$ cat config.mk
export PLATFORM = sky130hd
export DESIGN_NAME = hextile_stream_parser_flat
export DESIGN_NICKNAME = d
export VERILOG_FILES = /design/src/hdl/hsp_pkg.sv /design/src/hdl/hsp_if.sv /design/src/hdl/hsp_parser_core.sv /design/src/hdl/hsp_out_fifo.sv /design/src/hdl/hextile_stream_parser.sv /design/src/flat_wrapper.sv
export SDC_FILE = /design/constraint.sdc
export NUM_CORES = 1
export LEC_CHECK = 0
export BUFFER_PORTS_ARGS = -buffer_cell sky130_fd_sc_hd__buf_2
export CAP_MARGIN = 20
export CORE_UTILIZATION = 55
export CTS_BUF_LIST = sky130_fd_sc_hd__clkbuf_4 sky130_fd_sc_hd__clkbuf_8
export DETAILED_ROUTE_END_ITERATION = 12
export PLACE_DENSITY_LB_ADDON = 0.1
export SYNTH_ARGS = -nofsm -noshare
export SYNTH_HDL_FRONTEND = slang
export SYNTH_SLANG_ARGS = --single-unit
$ cat constraint.sdc
create_clock -name clk -period 14.7 [get_ports clk]
set_input_delay 2.205 -clock clk [delete_from_list [all_inputs] [get_ports clk]]
set_output_delay 2.205 -clock clk [all_outputs]
set_load 0.02 [all_outputs]
$ cat src/hdl/hsp_pkg.sv
package hsp_pkg;

  // tile edge in pixels
  localparam int TILE_SIZE_DEF = 16;

  // input opcodes
  localparam logic OP_HEADER = 1'b0;
  localparam logic OP_BYTE   = 1'b1;

  // pixel size register codes
  localparam logic [1:0] PIX_ONE_BYTE  = 2'd0;
  localparam logic [1:0] PIX_TWO_BYTES = 2'd1;

  // subencoding bit positions
  localparam int SE_RAW_BIT      = 0;
  localparam int SE_BG_BIT       = 1;
  localparam int SE_FG_BIT       = 2;
  localparam int SE_ANY_BIT      = 3;
  localparam int SE_COLOURED_BIT = 4;

  typedef enum logic [3:0] {
    ROLE_SUBENC     = 4'd0,
    ROLE_RAW        = 4'd1,
    ROLE_BG         = 4'd2,
    ROLE_FG         = 4'd3,
    ROLE_COUNT      = 4'd4,
    ROLE_SUBCOLOUR  = 4'd5,
    ROLE_SUBPOS     = 4'd6,
    ROLE_SUBSIZE    = 4'd7,
    ROLE_UNEXPECTED = 4'd8
  } role_t;

  typedef struct packed {
    logic        opcode;
    logic [15:0] rect_x;
    logic [15:0] rect_y;
    logic [15:0] rect_width;
    logic [15:0] rect_height;
    logic [7:0]  data_byte;
  } item_t;

  typedef struct packed {
    logic [3:0]  byte_role;
    logic [15:0] tile_x;
    logic [15:0] tile_y;
    logic [4:0]  tile_width;
    logic [4:0]  tile_height;
    logic        tile_done;
    logic        rect_done;
  } result_t;

  typedef struct packed {
    logic    valid;
    result_t data;
  } push_t;

endpackage

$ cat src/hdl/hsp_if.sv
interface hsp_stream_if;
  logic        valid;
  logic        ready;
  logic        opcode;
  logic [15:0] rect_x;
  logic [15:0] rect_y;
  logic [15:0] rect_width;
  logic [15:0] rect_height;
  logic [7:0]  data_byte;

  modport source (
    output valid, opcode, rect_x, rect_y, rect_width, rect_height, data_byte,
    input  ready
  );
  modport sink (
    input  valid, opcode, rect_x, rect_y, rect_width, rect_height, data_byte,
    output ready
  );
endinterface

interface hsp_label_if;
  logic        valid;
  logic        ready;
  logic [3:0]  byte_role;
  logic [15:0] tile_x;
  logic [15:0] tile_y;
  logic [4:0]  tile_width;
  logic [4:0]  tile_height;
  logic        tile_done;
  logic        rect_done;

  modport source (
    output valid, byte_role, tile_x, tile_y, tile_width, tile_height, tile_done,
           rect_done,
    input  ready
  );
  modport sink (
    input  valid, byte_role, tile_x, tile_y, tile_width, tile_height, tile_done,
           rect_done,
    output ready
  );
endinterface

$ cat src/hdl/hsp_parser_core.sv
module hsp_parser_core import hsp_pkg::*; #(
  parameter int TILE_SIZE = TILE_SIZE_DEF
) (
  input  logic       clk,
  input  logic       rst,
  input  logic       cfg_wr_en,
  input  logic [1:0] cfg_wr_data,
  input  logic       accept,
  input  item_t      item,
  output push_t      push
);

  localparam int CW = $clog2(TILE_SIZE + 1);
  localparam int BW = $clog2(TILE_SIZE * TILE_SIZE * 4 + 1);
  localparam int PW = 2 * CW;
  localparam logic [16:0] STEP = 17'(TILE_SIZE);

  localparam logic [1:0] STAGE_BG    = 2'd0;
  localparam logic [1:0] STAGE_FG    = 2'd1;
  localparam logic [1:0] STAGE_COUNT = 2'd2;

  typedef enum logic [6:0] {
    PH_IDLE   = 7'b0000001,
    PH_SUBENC = 7'b0000010,
    PH_RAW    = 7'b0000100,
    PH_BG     = 7'b0001000,
    PH_FG     = 7'b0010000,
    PH_COUNT  = 7'b0100000,
    PH_SUBR   = 7'b1000000
  } phase_t;

  // clipped tile extent, offset known to be below size
  function automatic logic [CW-1:0] clip(input logic [15:0] size, input logic [15:0] off);
    logic [15:0] rest;
    rest = size - off;
    if (rest < 16'(TILE_SIZE)) begin
      clip = CW'(rest);
    end else begin
      clip = CW'(TILE_SIZE);
    end
  endfunction

  phase_t          phase, phase_next;
  logic [1:0]      pix_code;
  logic [15:0]     origin_x, origin_x_next;
  logic [15:0]     size_w, size_w_next;
  logic [15:0]     size_h, size_h_next;
  logic [15:0]     off_x, off_x_next;
  logic [15:0]     off_y, off_y_next;
  logic [15:0]     tile_x, tile_x_next;
  logic [15:0]     tile_y, tile_y_next;
  logic [CW-1:0]   tile_w, tile_w_next;
  logic [CW-1:0]   tile_h, tile_h_next;
  logic [4:0]      flags, flags_next;
  logic [BW-1:0]   bytes_left, bytes_left_next;
  logic [7:0]      subrects_left, subrects_left_next;
  logic [2:0]      sub_idx, sub_idx_next;

  logic [1:0]      pb_shift;
  logic [BW-1:0]   pix_len;
  logic [PW-1:0]   raw_prod;
  logic [BW-1:0]   raw_len;
  logic [2:0]      colour_len;
  logic [BW-1:0]   bytes_dec;
  logic [16:0]     sum_x, sum_y;
  logic            x_wrap, y_wrap;
  logic [4:0]      part_flags;
  logic            part_req;
  logic [1:0]      part_stage;
  logic            tdone, rdone;
  result_t         res;
  logic            res_valid;

  always_comb begin
    unique case (pix_code)
      PIX_ONE_BYTE:  pb_shift = 2'd0;
      PIX_TWO_BYTES: pb_shift = 2'd1;
      default:       pb_shift = 2'd2;
    endcase
  end

  assign pix_len    = BW'(1) << pb_shift;
  assign raw_prod   = PW'(tile_w) * PW'(tile_h);
  assign raw_len    = BW'(raw_prod) << pb_shift;
  assign colour_len = flags[SE_COLOURED_BIT] ? 3'(3'd1 << pb_shift) : 3'd0;
  assign bytes_dec  = bytes_left - BW'(bytes_left != '0);
  assign sum_x      = {1'b0, off_x} + STEP;
  assign sum_y      = {1'b0, off_y} + STEP;
  assign x_wrap     = sum_x >= {1'b0, size_w};
  assign y_wrap     = sum_y >= {1'b0, size_h};
  assign part_flags = (phase == PH_SUBENC) ? item.data_byte[4:0] : flags;

  always_comb begin
    phase_next         = phase;
    origin_x_next      = origin_x;
    size_w_next        = size_w;
    size_h_next        = size_h;
    off_x_next         = off_x;
    off_y_next         = off_y;
    tile_x_next        = tile_x;
    tile_y_next        = tile_y;
    tile_w_next        = tile_w;
    tile_h_next        = tile_h;
    flags_next         = flags;
    bytes_left_next    = bytes_left;
    subrects_left_next = subrects_left;
    sub_idx_next       = sub_idx;
    part_req           = 1'b0;
    part_stage         = STAGE_BG;
    tdone              = 1'b0;
    rdone              = 1'b0;
    res                = '0;
    res_valid          = 1'b0;

    if (accept && item.opcode == OP_HEADER) begin
      origin_x_next      = item.rect_x;
      tile_x_next        = item.rect_x;
      tile_y_next        = item.rect_y;
      size_w_next        = item.rect_width;
      size_h_next        = item.rect_height;
      off_x_next         = '0;
      off_y_next         = '0;
      tile_w_next        = clip(item.rect_width, 16'd0);
      tile_h_next        = clip(item.rect_height, 16'd0);
      flags_next         = '0;
      bytes_left_next    = '0;
      subrects_left_next = '0;
      sub_idx_next       = '0;
      if (item.rect_width == '0 || item.rect_height == '0) begin
        phase_next = PH_IDLE;
      end else begin
        phase_next = PH_SUBENC;
      end
    end else if (accept) begin
      res_valid       = 1'b1;
      res.tile_x      = tile_x;
      res.tile_y      = tile_y;
      res.tile_width  = 5'(tile_w);
      res.tile_height = 5'(tile_h);
      unique case (phase)
        PH_IDLE: begin
          res = '0;
          res.byte_role = ROLE_UNEXPECTED;
        end
        PH_SUBENC: begin
          res.byte_role = ROLE_SUBENC;
          flags_next    = item.data_byte[4:0];
          if (item.data_byte[SE_RAW_BIT]) begin
            phase_next      = PH_RAW;
            bytes_left_next = raw_len;
          end else begin
            part_req   = 1'b1;
            part_stage = STAGE_BG;
          end
        end
        PH_RAW: begin
          res.byte_role   = ROLE_RAW;
          bytes_left_next = bytes_dec;
          tdone           = (bytes_dec == '0);
        end
        PH_BG, PH_FG: begin
          res.byte_role   = (phase == PH_BG) ? ROLE_BG : ROLE_FG;
          bytes_left_next = bytes_dec;
          if (bytes_dec == '0) begin
            part_req   = 1'b1;
            part_stage = (phase == PH_BG) ? STAGE_FG : STAGE_COUNT;
          end
        end
        PH_COUNT: begin
          res.byte_role      = ROLE_COUNT;
          subrects_left_next = item.data_byte;
          sub_idx_next       = '0;
          if (item.data_byte == '0) begin
            tdone = 1'b1;
          end else begin
            phase_next = PH_SUBR;
          end
        end
        PH_SUBR: begin
          if (sub_idx < colour_len) begin
            res.byte_role = ROLE_SUBCOLOUR;
            sub_idx_next  = sub_idx + 3'd1;
          end else if (sub_idx == colour_len) begin
            res.byte_role = ROLE_SUBPOS;
            sub_idx_next  = sub_idx + 3'd1;
          end else begin
            res.byte_role      = ROLE_SUBSIZE;
            sub_idx_next       = '0;
            subrects_left_next = subrects_left - 8'(subrects_left != '0);
            tdone              = (subrects_left_next == '0);
          end
        end
        default: begin
          phase_next = PH_IDLE;
        end
      endcase

      // next part of a tile that is not raw
      if (part_req) begin
        if (part_stage == STAGE_BG && part_flags[SE_BG_BIT]) begin
          phase_next      = PH_BG;
          bytes_left_next = pix_len;
        end else if (part_stage != STAGE_COUNT && part_flags[SE_FG_BIT]) begin
          phase_next      = PH_FG;
          bytes_left_next = pix_len;
        end else if (part_flags[SE_ANY_BIT]) begin
          phase_next = PH_COUNT;
        end else begin
          tdone = 1'b1;
        end
      end

      // step to the next tile, left to right then top to bottom
      if (tdone) begin
        phase_next = PH_SUBENC;
        if (!x_wrap) begin
          off_x_next  = sum_x[15:0];
          tile_x_next = tile_x + 16'(TILE_SIZE);
          tile_w_next = clip(size_w, sum_x[15:0]);
        end else begin
          off_x_next  = '0;
          tile_x_next = origin_x;
          tile_w_next = clip(size_w, 16'd0);
          if (!y_wrap) begin
            off_y_next  = sum_y[15:0];
            tile_y_next = tile_y + 16'(TILE_SIZE);
            tile_h_next = clip(size_h, sum_y[15:0]);
          end else begin
            off_y_next = '0;
            phase_next = PH_IDLE;
            rdone      = 1'b1;
          end
        end
      end
      res.tile_done = tdone;
      res.rect_done = rdone;
    end
  end

  always_ff @(posedge clk) begin
    if (rst) begin
      phase    <= PH_IDLE;
      pix_code <= PIX_ONE_BYTE;
    end else begin
      phase <= phase_next;
      if (cfg_wr_en) begin
        pix_code <= cfg_wr_data;
      end
    end
  end

  always_ff @(posedge clk) begin
    origin_x      <= origin_x_next;
    size_w        <= size_w_next;
    size_h        <= size_h_next;
    off_x         <= off_x_next;
    off_y         <= off_y_next;
    tile_x        <= tile_x_next;
    tile_y        <= tile_y_next;
    tile_w        <= tile_w_next;
    tile_h        <= tile_h_next;
    flags         <= flags_next;
    bytes_left    <= bytes_left_next;
    subrects_left <= subrects_left_next;
    sub_idx       <= sub_idx_next;
  end

  assign push.valid = res_valid;
  assign push.data  = res;

endmodule

$ cat src/hdl/hsp_out_fifo.sv
module hsp_out_fifo import hsp_pkg::*; (
  input  logic  clk,
  input  logic  rst,
  input  push_t push,
  output logic  full,
  hsp_label_if.source label
);

  localparam int DEPTH = 2;

  result_t    slot [DEPTH];
  result_t    head;
  logic       wr_ptr;
  logic       rd_ptr;
  logic [1:0] count;
  logic       pop;

  assign pop  = label.valid && label.ready;
  assign full = (count == 2'(DEPTH));
  assign head = slot[rd_ptr];

  always_ff @(posedge clk) begin
    if (rst) begin
      wr_ptr <= 1'b0;
      rd_ptr <= 1'b0;
      count  <= '0;
    end else begin
      if (push.valid) begin
        wr_ptr <= ~wr_ptr;
      end
      if (pop) begin
        rd_ptr <= ~rd_ptr;
      end
      count <= count + 2'(push.valid) - 2'(pop);
    end
  end

  always_ff @(posedge clk) begin
    if (push.valid) begin
      slot[wr_ptr] <= push.data;
    end
  end

  assign label.valid       = (count != '0);
  assign label.byte_role   = head.byte_role;
  assign label.tile_x      = head.tile_x;
  assign label.tile_y      = head.tile_y;
  assign label.tile_width  = head.tile_width;
  assign label.tile_height = head.tile_height;
  assign label.tile_done   = head.tile_done;
  assign label.rect_done   = head.rect_done;

endmodule

$ cat src/hdl/hextile_stream_parser.sv
// channel  | role   | word
// ---------+--------+-------------------------------------------------------
// stream   | sink   | opcode, rect_x/y, rect_width/height, data_byte
// label    | source | byte_role, tile_x/y, tile_width/height, tile_done, rect_done
// cfg      | write  | cfg_wr_en, cfg_wr_data (pixel size code)
//
// one stream word per cycle while the label queue has room; a byte word is
// labelled in the cycle it is taken and shown on the label channel once it
// heads the queue. the label side is a two-word queue, so a stalled label still
// lets one more word in; stream.ready drops only when both slots are held
// rst is synchronous and active high: block idle, queue empty, pixel size one byte
// headers give no label; they restart the tile walk at the top-left tile
module hextile_stream_parser import hsp_pkg::*; #(
  parameter int TILE_SIZE = TILE_SIZE_DEF
) (
  input  logic       clk,
  input  logic       rst,
  input  logic       cfg_wr_en,
  input  logic [1:0] cfg_wr_data,
  hsp_stream_if.sink   stream,
  hsp_label_if.source  label
);

  item_t item;
  push_t push;
  logic  full;
  logic  accept;

  // take a word whenever the label queue has a free slot
  assign stream.ready = !full;
  assign accept       = stream.valid && stream.ready;

  // pack the stream word for the parser
  assign item.opcode      = stream.opcode;
  assign item.rect_x      = stream.rect_x;
  assign item.rect_y      = stream.rect_y;
  assign item.rect_width  = stream.rect_width;
  assign item.rect_height = stream.rect_height;
  assign item.data_byte   = stream.data_byte;

  // tile walker and byte labelling, one word per cycle while the queue has room
  hsp_parser_core #(
    .TILE_SIZE (TILE_SIZE)
  ) u_core (
    .clk         (clk),
    .rst         (rst),
    .cfg_wr_en   (cfg_wr_en),
    .cfg_wr_data (cfg_wr_data),
    .accept      (accept),
    .item        (item),
    .push        (push)
  );

  // result register plus skid slot
  hsp_out_fifo u_out (
    .clk   (clk),
    .rst   (rst),
    .push  (push),
    .full  (full),
    .label (label)
  );

endmodule

$ cat src/flat_wrapper.sv
// flat-port wrapper written by rule: the top's interface ports become plain ports
module hextile_stream_parser_flat import hsp_pkg::*;
#(
  parameter int TILE_SIZE = TILE_SIZE_DEF
)
  (clk, rst, cfg_wr_en, cfg_wr_data, stream_valid, stream_opcode, stream_rect_x, stream_rect_y, stream_rect_width, stream_rect_height, stream_data_byte, stream_ready, label_valid, label_byte_role, label_tile_x, label_tile_y, label_tile_width, label_tile_height, label_tile_done, label_rect_done, label_ready);
  hsp_stream_if stream_i ();
  hsp_label_if label_i ();
  input  logic clk;
  input  logic rst;
  input  logic cfg_wr_en;
  input  logic [1:0] cfg_wr_data;
  input wire logic [$bits(stream_i.valid)-1:0] stream_valid;
  input wire logic [$bits(stream_i.opcode)-1:0] stream_opcode;
  input wire logic [$bits(stream_i.rect_x)-1:0] stream_rect_x;
  input wire logic [$bits(stream_i.rect_y)-1:0] stream_rect_y;
  input wire logic [$bits(stream_i.rect_width)-1:0] stream_rect_width;
  input wire logic [$bits(stream_i.rect_height)-1:0] stream_rect_height;
  input wire logic [$bits(stream_i.data_byte)-1:0] stream_data_byte;
  output wire logic [$bits(stream_i.ready)-1:0] stream_ready;
  output wire logic [$bits(label_i.valid)-1:0] label_valid;
  output wire logic [$bits(label_i.byte_role)-1:0] label_byte_role;
  output wire logic [$bits(label_i.tile_x)-1:0] label_tile_x;
  output wire logic [$bits(label_i.tile_y)-1:0] label_tile_y;
  output wire logic [$bits(label_i.tile_width)-1:0] label_tile_width;
  output wire logic [$bits(label_i.tile_height)-1:0] label_tile_height;
  output wire logic [$bits(label_i.tile_done)-1:0] label_tile_done;
  output wire logic [$bits(label_i.rect_done)-1:0] label_rect_done;
  input wire logic [$bits(label_i.ready)-1:0] label_ready;
  assign stream_i.valid = stream_valid;
  assign stream_i.opcode = stream_opcode;
  assign stream_i.rect_x = stream_rect_x;
  assign stream_i.rect_y = stream_rect_y;
  assign stream_i.rect_width = stream_rect_width;
  assign stream_i.rect_height = stream_rect_height;
  assign stream_i.data_byte = stream_data_byte;
  assign stream_ready = stream_i.ready;
  assign label_valid = label_i.valid;
  assign label_byte_role = label_i.byte_role;
  assign label_tile_x = label_i.tile_x;
  assign label_tile_y = label_i.tile_y;
  assign label_tile_width = label_i.tile_width;
  assign label_tile_height = label_i.tile_height;
  assign label_tile_done = label_i.tile_done;
  assign label_rect_done = label_i.rect_done;
  assign label_i.ready = label_ready;
  hextile_stream_parser #(.TILE_SIZE(TILE_SIZE)) u_core (.clk(clk), .rst(rst), .cfg_wr_en(cfg_wr_en), .cfg_wr_data(cfg_wr_data), .stream(stream_i), .label(label_i));
endmodule
# ---- Word-level counts from Yosys, hierarchy flattened
# Memory sizes are Yosys's and may differ from the RTL's. A register that Yosys moved wholly into a read port is not among the register bits.
# Index checks and enable logic that the tools add are counted.
# W data, S select, Z words.
dict set report word_totals {
  inputBits 80
  word_cells 179
  out_inout_bits 50
  n_memories 1
  ff_bits 162
  ramBits 96
}
# memory words word_bits read_ports rd_ports_with_merged_regs wr line_no
set memory_table {}
lappend memory_table {u_core.u_out.slot 2 48 1 1 1 hsp_out_fifo.sv:11} ;# result_t slot [DEPTH];
dict set report classes {
  n_eq_ne 14
  n_mul 1
  magnitude_cmp 8
  n_mux 88
  shift 3
  reduce_logical 31
  bitwise 3
  add_sub_neg 11
}
# cell count
set op_table {}
lappend op_table {{$mux W16} 11}
lappend op_table {{$mux W48} 2}
lappend op_table {{$lt A16 B5 Y1 const B} 5}
lappend op_table {{$mux W5} 14}
lappend op_table {{$mux W7} 9}
lappend op_table {{$mux W11} 4}
lappend op_table {{$mux W44} 1}
lappend op_table {{$add A16 B5 Y17 const B} 2}
lappend op_table {{$ge A17 B16 Y1} 2}
lappend op_table {{$add A16 B5 Y16 const B} 2}
lappend op_table {{$logic_not A16 Y1} 2}
lappend op_table {{$sub A16 B16 Y16} 2}
lappend op_table {{$mux W1} 24}
lappend op_table {{$pmux W11 S2} 1}
lappend op_table {{$pmux W7 S3} 1}
lappend op_table {{$pmux W4 S5} 1}
lappend op_table {{$mux W2} 9}
lappend op_table {{$logic_not A8 Y1} 2}
lappend op_table {{$mux W8} 2}
lappend op_table {{$pmux W8 S2} 1}
lappend op_table {{$logic_not A11 Y1} 1}
lappend op_table {{$reduce_bool A11 Y1} 1}
lappend op_table {{$shl A1 B2 Y11 const A} 1}
lappend op_table {{$shl A10 B2 Y11} 1}
lappend op_table {{other kinds (39)} 58}

# ---- Logic depth before layout (Yosys ltp)
dict set report depth {
  word_depth 17
  depth_mapped 16
  ltp_nobuf 15
}

# ---- By module
# Synthesis repeated with hierarchy kept, for this count alone.
dict set report unflattened {
  cells_unflattened 1420
  area_unflattened_um2 14507.7
}
# module cells_each area_per_inst_um2 seq_area_each_um2 instances
set modules_own_cells {}
lappend modules_own_cells {hsp_parser_core 1246 10712.8 3863.7 1}
lappend modules_own_cells {hsp_out_fifo 172 3784.9 2982.9 1}
lappend modules_own_cells {hextile_stream_parser 2 10.0 0.0 1}

# ---- Worst setup path after synthesis
# OpenSTA, ideal clock, no wires.
dict set report synth_timing {
  path_kind {input to register}
  start {input stream_valid}
  end {memory u_core.u_out.slot[0][0] in the netlist's numbering (enable)}
  required_ns 14.246
  path_stages 6
  path_buffers 3
  setup_time_ns 0.454
  arrival_ns 5.219
  path_slack_ns 9.027
  cell_sequence {and2_1 clkbuf_1 nand2_1 clkbuf_1 clkbuf_1 nor2_1}
}
dict set report synth_via {
  elab_chain_cells 5
  word_cells_on_any_way 6
  cone_classes {mux: 4; reduce/logical: 2}
}
# element line_no
set synth_rtl {}
lappend synth_rtl {{from (decl)} flat_wrapper.sv:13} ;# input wire logic [$bits(stream_i.valid)-1:0] stream_valid;
lappend synth_rtl {{$logic_and A1 B1 Y1 (*)} hextile_stream_parser.sv:31} ;# assign accept = stream.valid && stream.ready;
lappend synth_rtl {{$mux W1 / $logic_and A1 B1 Y1 (equally long branches)} {hsp_parser_core.sv:134, hsp_parser_core.sv:115}}
lappend synth_rtl {{$mux W1 (*)} hsp_parser_core.sv:115} ;# if (accept && item.opcode == OP_HEADER) begin
lappend synth_rtl {{$mux W1 (*)} hsp_out_fifo.sv:39} ;# if (push.valid) begin
lappend synth_rtl {{$mux W1 (implied by the code) (*)} hsp_out_fifo.sv:40} ;# slot[wr_ptr] <= push.data;
lappend synth_rtl {{to (decl)} hsp_out_fifo.sv:11}
# Every way passes the cells marked *; elsewhere a longest branch is shown, timed or not.

# ---- Worst setup path after layout
dict set report layout_timing {
  start {register u_core.u_core.bytes_left[4]}
  end {register u_core.u_core.tile_w[1] (enable)}
}
dict set report layout_via {
  elab_chain_cells 16
  word_cells_on_any_way 24
  cone_classes {add/sub: 1; eq/ne: 1; mux: 15; reduce/logical: 7}
}
# element line_no
set layout_rtl {}
lappend layout_rtl {{from (decl)} hsp_parser_core.sv:55} ;# logic [BW-1:0] bytes_left, bytes_left_next;
lappend layout_rtl {{from (signal assigned)} hsp_parser_core.sv:263} ;# bytes_left <= bytes_left_next;
lappend layout_rtl {{$reduce_bool A11 Y1} hsp_parser_core.sv:86} ;# assign bytes_dec = bytes_left - BW'(bytes_left != '0);
lappend layout_rtl {{$sub A11 B1 Y11 (*)} hsp_parser_core.sv:86}
lappend layout_rtl {{$logic_not A11 Y1 (*)} {hsp_parser_core.sv:159, hsp_parser_core.sv:164}}
lappend layout_rtl {{$mux W2} hsp_parser_core.sv:164} ;# if (bytes_dec == '0) begin
lappend layout_rtl {{$mux W2} --}
lappend layout_rtl {{$mux W2} hsp_parser_core.sv:134} ;# end else if (accept) begin
lappend layout_rtl {{$mux W2} hsp_parser_core.sv:115}
lappend layout_rtl {{$ne A2 B2 Y1} hsp_parser_core.sv:203} ;# end else if (part_stage != STAGE_COUNT && part_flags[SE_FG_BIT]) begin
lappend layout_rtl {{$logic_and A1 B1 Y1} hsp_parser_core.sv:203}
lappend layout_rtl {{$mux W1} hsp_parser_core.sv:203}
lappend layout_rtl {{$mux W1} hsp_parser_core.sv:200} ;# if (part_stage == STAGE_BG && part_flags[SE_BG_BIT]) begin
lappend layout_rtl {{$mux W1 (*)} hsp_parser_core.sv:199} ;# if (part_req) begin
lappend layout_rtl {{$mux W1 (*)} hsp_parser_core.sv:134}
lappend layout_rtl {{$mux W1 (*)} hsp_parser_core.sv:115}
lappend layout_rtl {{$reduce_bool A2 Y1 (no line) (*)} --}
lappend layout_rtl {{$reduce_and A2 Y1 (no line) (*)} --}
lappend layout_rtl {{to (signal assigned)} hsp_parser_core.sv:260} ;# tile_w <= tile_w_next;
lappend layout_rtl {{to (decl)} hsp_parser_core.sv:52} ;# logic [CW-1:0] tile_w, tile_w_next;
# Every way passes the cells marked *; elsewhere a longest branch is shown, timed or not. The select of a mux whose other input is x is not followed.
# A chain may end at the register's enable or synchronous reset.

==> impl_metrics.env <==
export IMPL_outcome="finished, final reports clean"
export IMPL_tritoncts="yes"
export IMPL_worst_slack_ns=9.21
export IMPL_dominant_cell_type_by_area_after_synthesis="sky130_fd_sc_hd__edfxtp_1"
export IMPL_detail_route_wirelength_met1_um=16000
export IMPL_finalClockSkew_ns=0.0301
export IMPL_avgSynthCellArea_um2=10.1
export IMPL_holdBufCountCts=0
export IMPL_gp_congestion=0.867
export IMPL_postRouteAntennaNets=0
export IMPL_placement_setup_worst_slack_ns=9.35
export IMPL_global_route_wire_length_before_repair_um=57100
export IMPL_cts_root_buf="sky130_fd_sc_hd__clkbuf_8"
export IMPL_synthFlopType="sky130_fd_sc_hd__edfxtp_1"
export IMPL_ff_latch_area_um2=6870
export IMPL_chipWidth_um=167
export IMPL_critical_path_peak_fanout=17
export IMPL_gate_count_of_the_mapped_netlist=1483
export IMPL_cp_required_ns=14.87
export IMPL_floorplan_io_pins=130
export IMPL_netlist_top_cells_area="sky130_fd_sc_hd__edfxtp_1 37%, sky130_fd_sc_hd__dfxtp_1 8.5%, sky130_fd_sc_hd__ha_1 6.9%"
export IMPL_detailed_place_hpwl_um=25500
export IMPL_ir_drop_uv=68.2
export IMPL_globalRoute_totalOverflow=0
export IMPL_yosys_warnings=0
export IMPL_filler_cell_count=2264
export IMPL_asyncSetResetFlopFracSynth=0
export IMPL_post_syn_area_um2=15000
export IMPL_leakage_nw=6.42
export IMPL_min_clock_period_post_route_ns=5.49
export IMPL_timing_final_setup_violations=0
export IMPL_route_detailed_wl_per_inst_um=17.9
export IMPL_die_height_um=167
export IMPL_routed_wl_met2_um=16700
export IMPL_postCtsSetupRepairBufs=0
export IMPL_cts_repair_resize_count=0
export IMPL_synth_compound_gate_area_share=0.138
export IMPL_relSlewSlack=0.306
export IMPL_clock_slew_at_reported_path_ffs_ns=0.06
export IMPL_timing_final_crit_share=0.374
export IMPL_finalNetCount=1781
export IMPL_synth_top_family_by_area="simple AND/OR/NAND/NOR gates"
export IMPL_multiInputGateArea_um2=7560
export IMPL_clock_sinks=250
export IMPL_cts_made_buffers=43
export IMPL_maxSlewViolCount=0
export IMPL_clock_fmax_mhz=182
export IMPL_drt_pass1_iter_count=5
export IMPL_synth_top_area_frac=0.372
export IMPL_finalInstanceArea_um2=16800
export IMPL_insertion_delay_ns=0.57
export IMPL_flow_area_growth_from_synthesis_pct=11.7
export IMPL_worst_ep_arrival_time_ns=5.66
export IMPL_remaining_drc_errors=0
export IMPL_synthSimpleGateAreaFrac=0.183
export IMPL_start_kind="flip-flop"
export IMPL_yosysSeqAreaShare=0.458
export IMPL_grt_util_all_layers=0.255
export IMPL_max_cap_viol=0
export IMPL_critical_path_class="flip-flop to flip-flop"
export IMPL_min_path_type="flip-flop to flip-flop"
export IMPL_dpl_cell_area_um2=15900
export IMPL_setup_worst_path_end_class="flip-flop"
export IMPL_vias=11600
export IMPL_synth_xor_area_share=0.0385
export IMPL_vias_per_cell=5.86
export IMPL_drt_first_iter_violations=884
export IMPL_clock_tree_htree_level_count=2
export IMPL_grt_antenna_before_repair=4
export IMPL_design_core_area_um2=26900
export IMPL_routed_top_layer="met4"
export IMPL_synth_mux_area_frac=0.0597
export IMPL_ys_seq_elements=250
export IMPL_synth_fa_ha_area_frac=0.0812
export IMPL_hold_ws_ns=0.460
export IMPL_number_of_hold_slack_violations_in_the_final_timing_report=0
export IMPL_starting_utilization_of_the_core_area=0.558
export IMPL_finalSetupTns_ns=0
export IMPL_rows=60
export IMPL_final_core_util=0.624
export IMPL_power_dens_cells_nw_per_um2=115
export IMPL_grt_setup_unrepaired="false"
export IMPL_clock_path_buffers=3
export IMPL_post_route_cells_drive_above_1_share=0.180
export IMPL_synth_cell_type_count=90
export IMPL_first_global_vias=11100
export IMPL_postRouteWirelength_um=35600
export IMPL_portBuffers=129
export IMPL_synth_edff_count=186
export IMPL_worst_slew_pin_slew_ns=1.04
export IMPL_routed_wl_met3_um=2060
export IMPL_grt_start_max_net_pins=65
export IMPL_floorplan_die_area_um2=28000
[cell usage after synthesis, types with 5 or more instances]
cell,count
sky130_fd_sc_hd__nor3_1,28
sky130_fd_sc_hd__a22o_1,7
sky130_fd_sc_hd__a21oi_1,45
sky130_fd_sc_hd__o211ai_1,8
sky130_fd_sc_hd__and3_1,13
sky130_fd_sc_hd__fa_1,9
sky130_fd_sc_hd__buf_6,5
sky130_fd_sc_hd__nor2b_1,7
sky130_fd_sc_hd__dfxtp_1,64
sky130_fd_sc_hd__or2_2,5
sky130_fd_sc_hd__a21boi_0,7
sky130_fd_sc_hd__a22oi_1,5
sky130_fd_sc_hd__o21ai_0,81
sky130_fd_sc_hd__nand4_1,15
sky130_fd_sc_hd__a31oi_1,11
sky130_fd_sc_hd__a21o_1,10
sky130_fd_sc_hd__or3_1,7
sky130_fd_sc_hd__nand2_1,161
sky130_fd_sc_hd__a311oi_1,5
sky130_fd_sc_hd__o32ai_1,5
sky130_fd_sc_hd__a221o_1,7
sky130_fd_sc_hd__a211oi_1,19
sky130_fd_sc_hd__edfxtp_1,186
sky130_fd_sc_hd__nand3_1,53
sky130_fd_sc_hd__mux2_2,52
sky130_fd_sc_hd__ha_1,83
sky130_fd_sc_hd__nand2b_1,11
sky130_fd_sc_hd__a211o_1,6
sky130_fd_sc_hd__o41ai_1,7
sky130_fd_sc_hd__o32a_1,5
sky130_fd_sc_hd__xor2_1,25
sky130_fd_sc_hd__nor2_1,107
sky130_fd_sc_hd__o21a_1,7
sky130_fd_sc_hd__mux2i_1,31
sky130_fd_sc_hd__clkbuf_1,53
sky130_fd_sc_hd__xnor2_1,41
sky130_fd_sc_hd__nor4_1,23
sky130_fd_sc_hd__o31ai_1,5
sky130_fd_sc_hd__inv_1,89
sky130_fd_sc_hd__o22ai_1,11
sky130_fd_sc_hd__and2_1,75
sky130_fd_sc_hd__or4_1,5
sky130_fd_sc_hd__nor4b_1,6
[sequential cells by signal, summed over array words and instances, names as in the netlist, 4 cells and up, named ones only]
| name | count |
|---|---|
| u_core.u_core.origin_x | 16 |
| u_core.u_core.bytes_left | 11 |
| u_core.u_core.off_x | 12 |
| u_core.u_core.subrects_left | 8 |
| u_core.u_out.slot | 96 |
| u_core.u_core.flags | 4 |
| u_core.u_core.tile_y | 16 |
| u_core.u_core.off_y | 12 |
| u_core.u_core.tile_w | 5 |
| u_core.u_core.size_h | 16 |
| u_core.u_core.phase | 7 |
| u_core.u_core.size_w | 16 |
| u_core.u_core.tile_x | 16 |
| u_core.u_core.tile_h | 5 |
[worst max-delay path: stages (launching register included)]
cell and delay (ns):
sky130_fd_sc_hd__dfxtp_1 0.36, sky130_fd_sc_hd__or3_1 0.49, sky130_fd_sc_hd__or3_1 0.41, sky130_fd_sc_hd__or2_2 0.33, sky130_fd_sc_hd__or3_1 0.35, sky130_fd_sc_hd__ha_1 0.21
sky130_fd_sc_hd__ha_1 0.30, sky130_fd_sc_hd__nor4bb_1 0.29, sky130_fd_sc_hd__nand3_1 0.14, sky130_fd_sc_hd__nor4b_2 0.59, sky130_fd_sc_hd__o21ai_4 0.18, sky130_fd_sc_hd__a221oi_4 0.43
sky130_fd_sc_hd__nor2_1 0.18, sky130_fd_sc_hd__a21oi_2 0.82
[area by class of cell]
class                      instances  share of cell area
clock buffer                      57              0.0427
clock inverter                    20             0.00642
timing repair buffer             142              0.0443
antenna                            3            0.000448
sequential                       250               0.410
multi-input combinational       1082               0.451
tap                              341              0.0254
inverter                          90              0.0203
[kinds of logic (layout without fill, tap and decap cells)]
family                     Yosys count  count (layout)
AOI/OAI and AO/OA                  294             294
xor gates and xnor gates            66              66
adders and majority gates           92              92
buffers and inverters              153             309
DFF                                250             250
muxes                               83              83
other                                2               7
and+or+nand+nor                    543             543
[placed cells by master, fill, tap and decap left out, types with 8 or more instances in the layout]
master,instances
sky130_fd_sc_hd__edfxtp_1,186
sky130_fd_sc_hd__nand2_1,161
sky130_fd_sc_hd__buf_2,129
sky130_fd_sc_hd__nor2_1,106
sky130_fd_sc_hd__inv_1,89
sky130_fd_sc_hd__ha_1,83
sky130_fd_sc_hd__o21ai_0,80
sky130_fd_sc_hd__and2_1,75
sky130_fd_sc_hd__dfxtp_1,63
sky130_fd_sc_hd__nand3_1,53
sky130_fd_sc_hd__mux2_2,52
sky130_fd_sc_hd__clkbuf_8,46
sky130_fd_sc_hd__a21oi_1,44
sky130_fd_sc_hd__xnor2_1,41
sky130_fd_sc_hd__mux2i_1,31
sky130_fd_sc_hd__nor3_1,28
sky130_fd_sc_hd__xor2_1,25
sky130_fd_sc_hd__nor4_1,23
sky130_fd_sc_hd__a211oi_1,19
sky130_fd_sc_hd__nand4_1,15
sky130_fd_sc_hd__clkinv_1,13
sky130_fd_sc_hd__buf_4,13
sky130_fd_sc_hd__and3_1,12
sky130_fd_sc_hd__o22ai_1,11
sky130_fd_sc_hd__clkbuf_4,11
sky130_fd_sc_hd__nand2b_1,10
sky130_fd_sc_hd__a21o_1,10
sky130_fd_sc_hd__a31oi_1,10
sky130_fd_sc_hd__fa_1,9
sky130_fd_sc_hd__o211ai_1,8
[layer usage]
metal  GRT usage  vias to the layer above
met5           0                        -
met3      0.0373                       53
met4      0.0862                        0
li1            -                     5681
met2       0.419                      342
met1       0.346                     5559
[path summary, 6_finish.rpt]
path                                                  start                      end  slack (ns)  depth (start not counted)
worst max-delay path            u_core.u_core.bytes_left[4]  u_core.u_core.tile_w[1]        9.21                         13
worst min-delay path                u_core.u_core.off_x[15]  u_core.u_core.off_x[15]        0.46                          2
worst max register to register  u_core.u_core.bytes_left[4]  u_core.u_core.tile_w[1]        9.21                         13
worst min register to register      u_core.u_core.off_x[15]  u_core.u_core.off_x[15]        0.46                          2
[power breakdown]
group          total, mW  switching, mW  internal (mW)  leakage (nW)
logic              0.474          0.290          0.184          3.72
clock network      0.610          0.290          0.321         0.437
registers          0.851         0.0327          0.819          2.26
[metrics by stage]
stage          instances  power, mW
2_1_floorplan       1485       1.20
3_3_place_gp        1905       1.33
3_5_place_dp        1905       1.34
4_1_cts             1982       1.95
5_1_grt             1984       2.03
6_report            1985       1.94
Power figures use the tool's default switching activity.
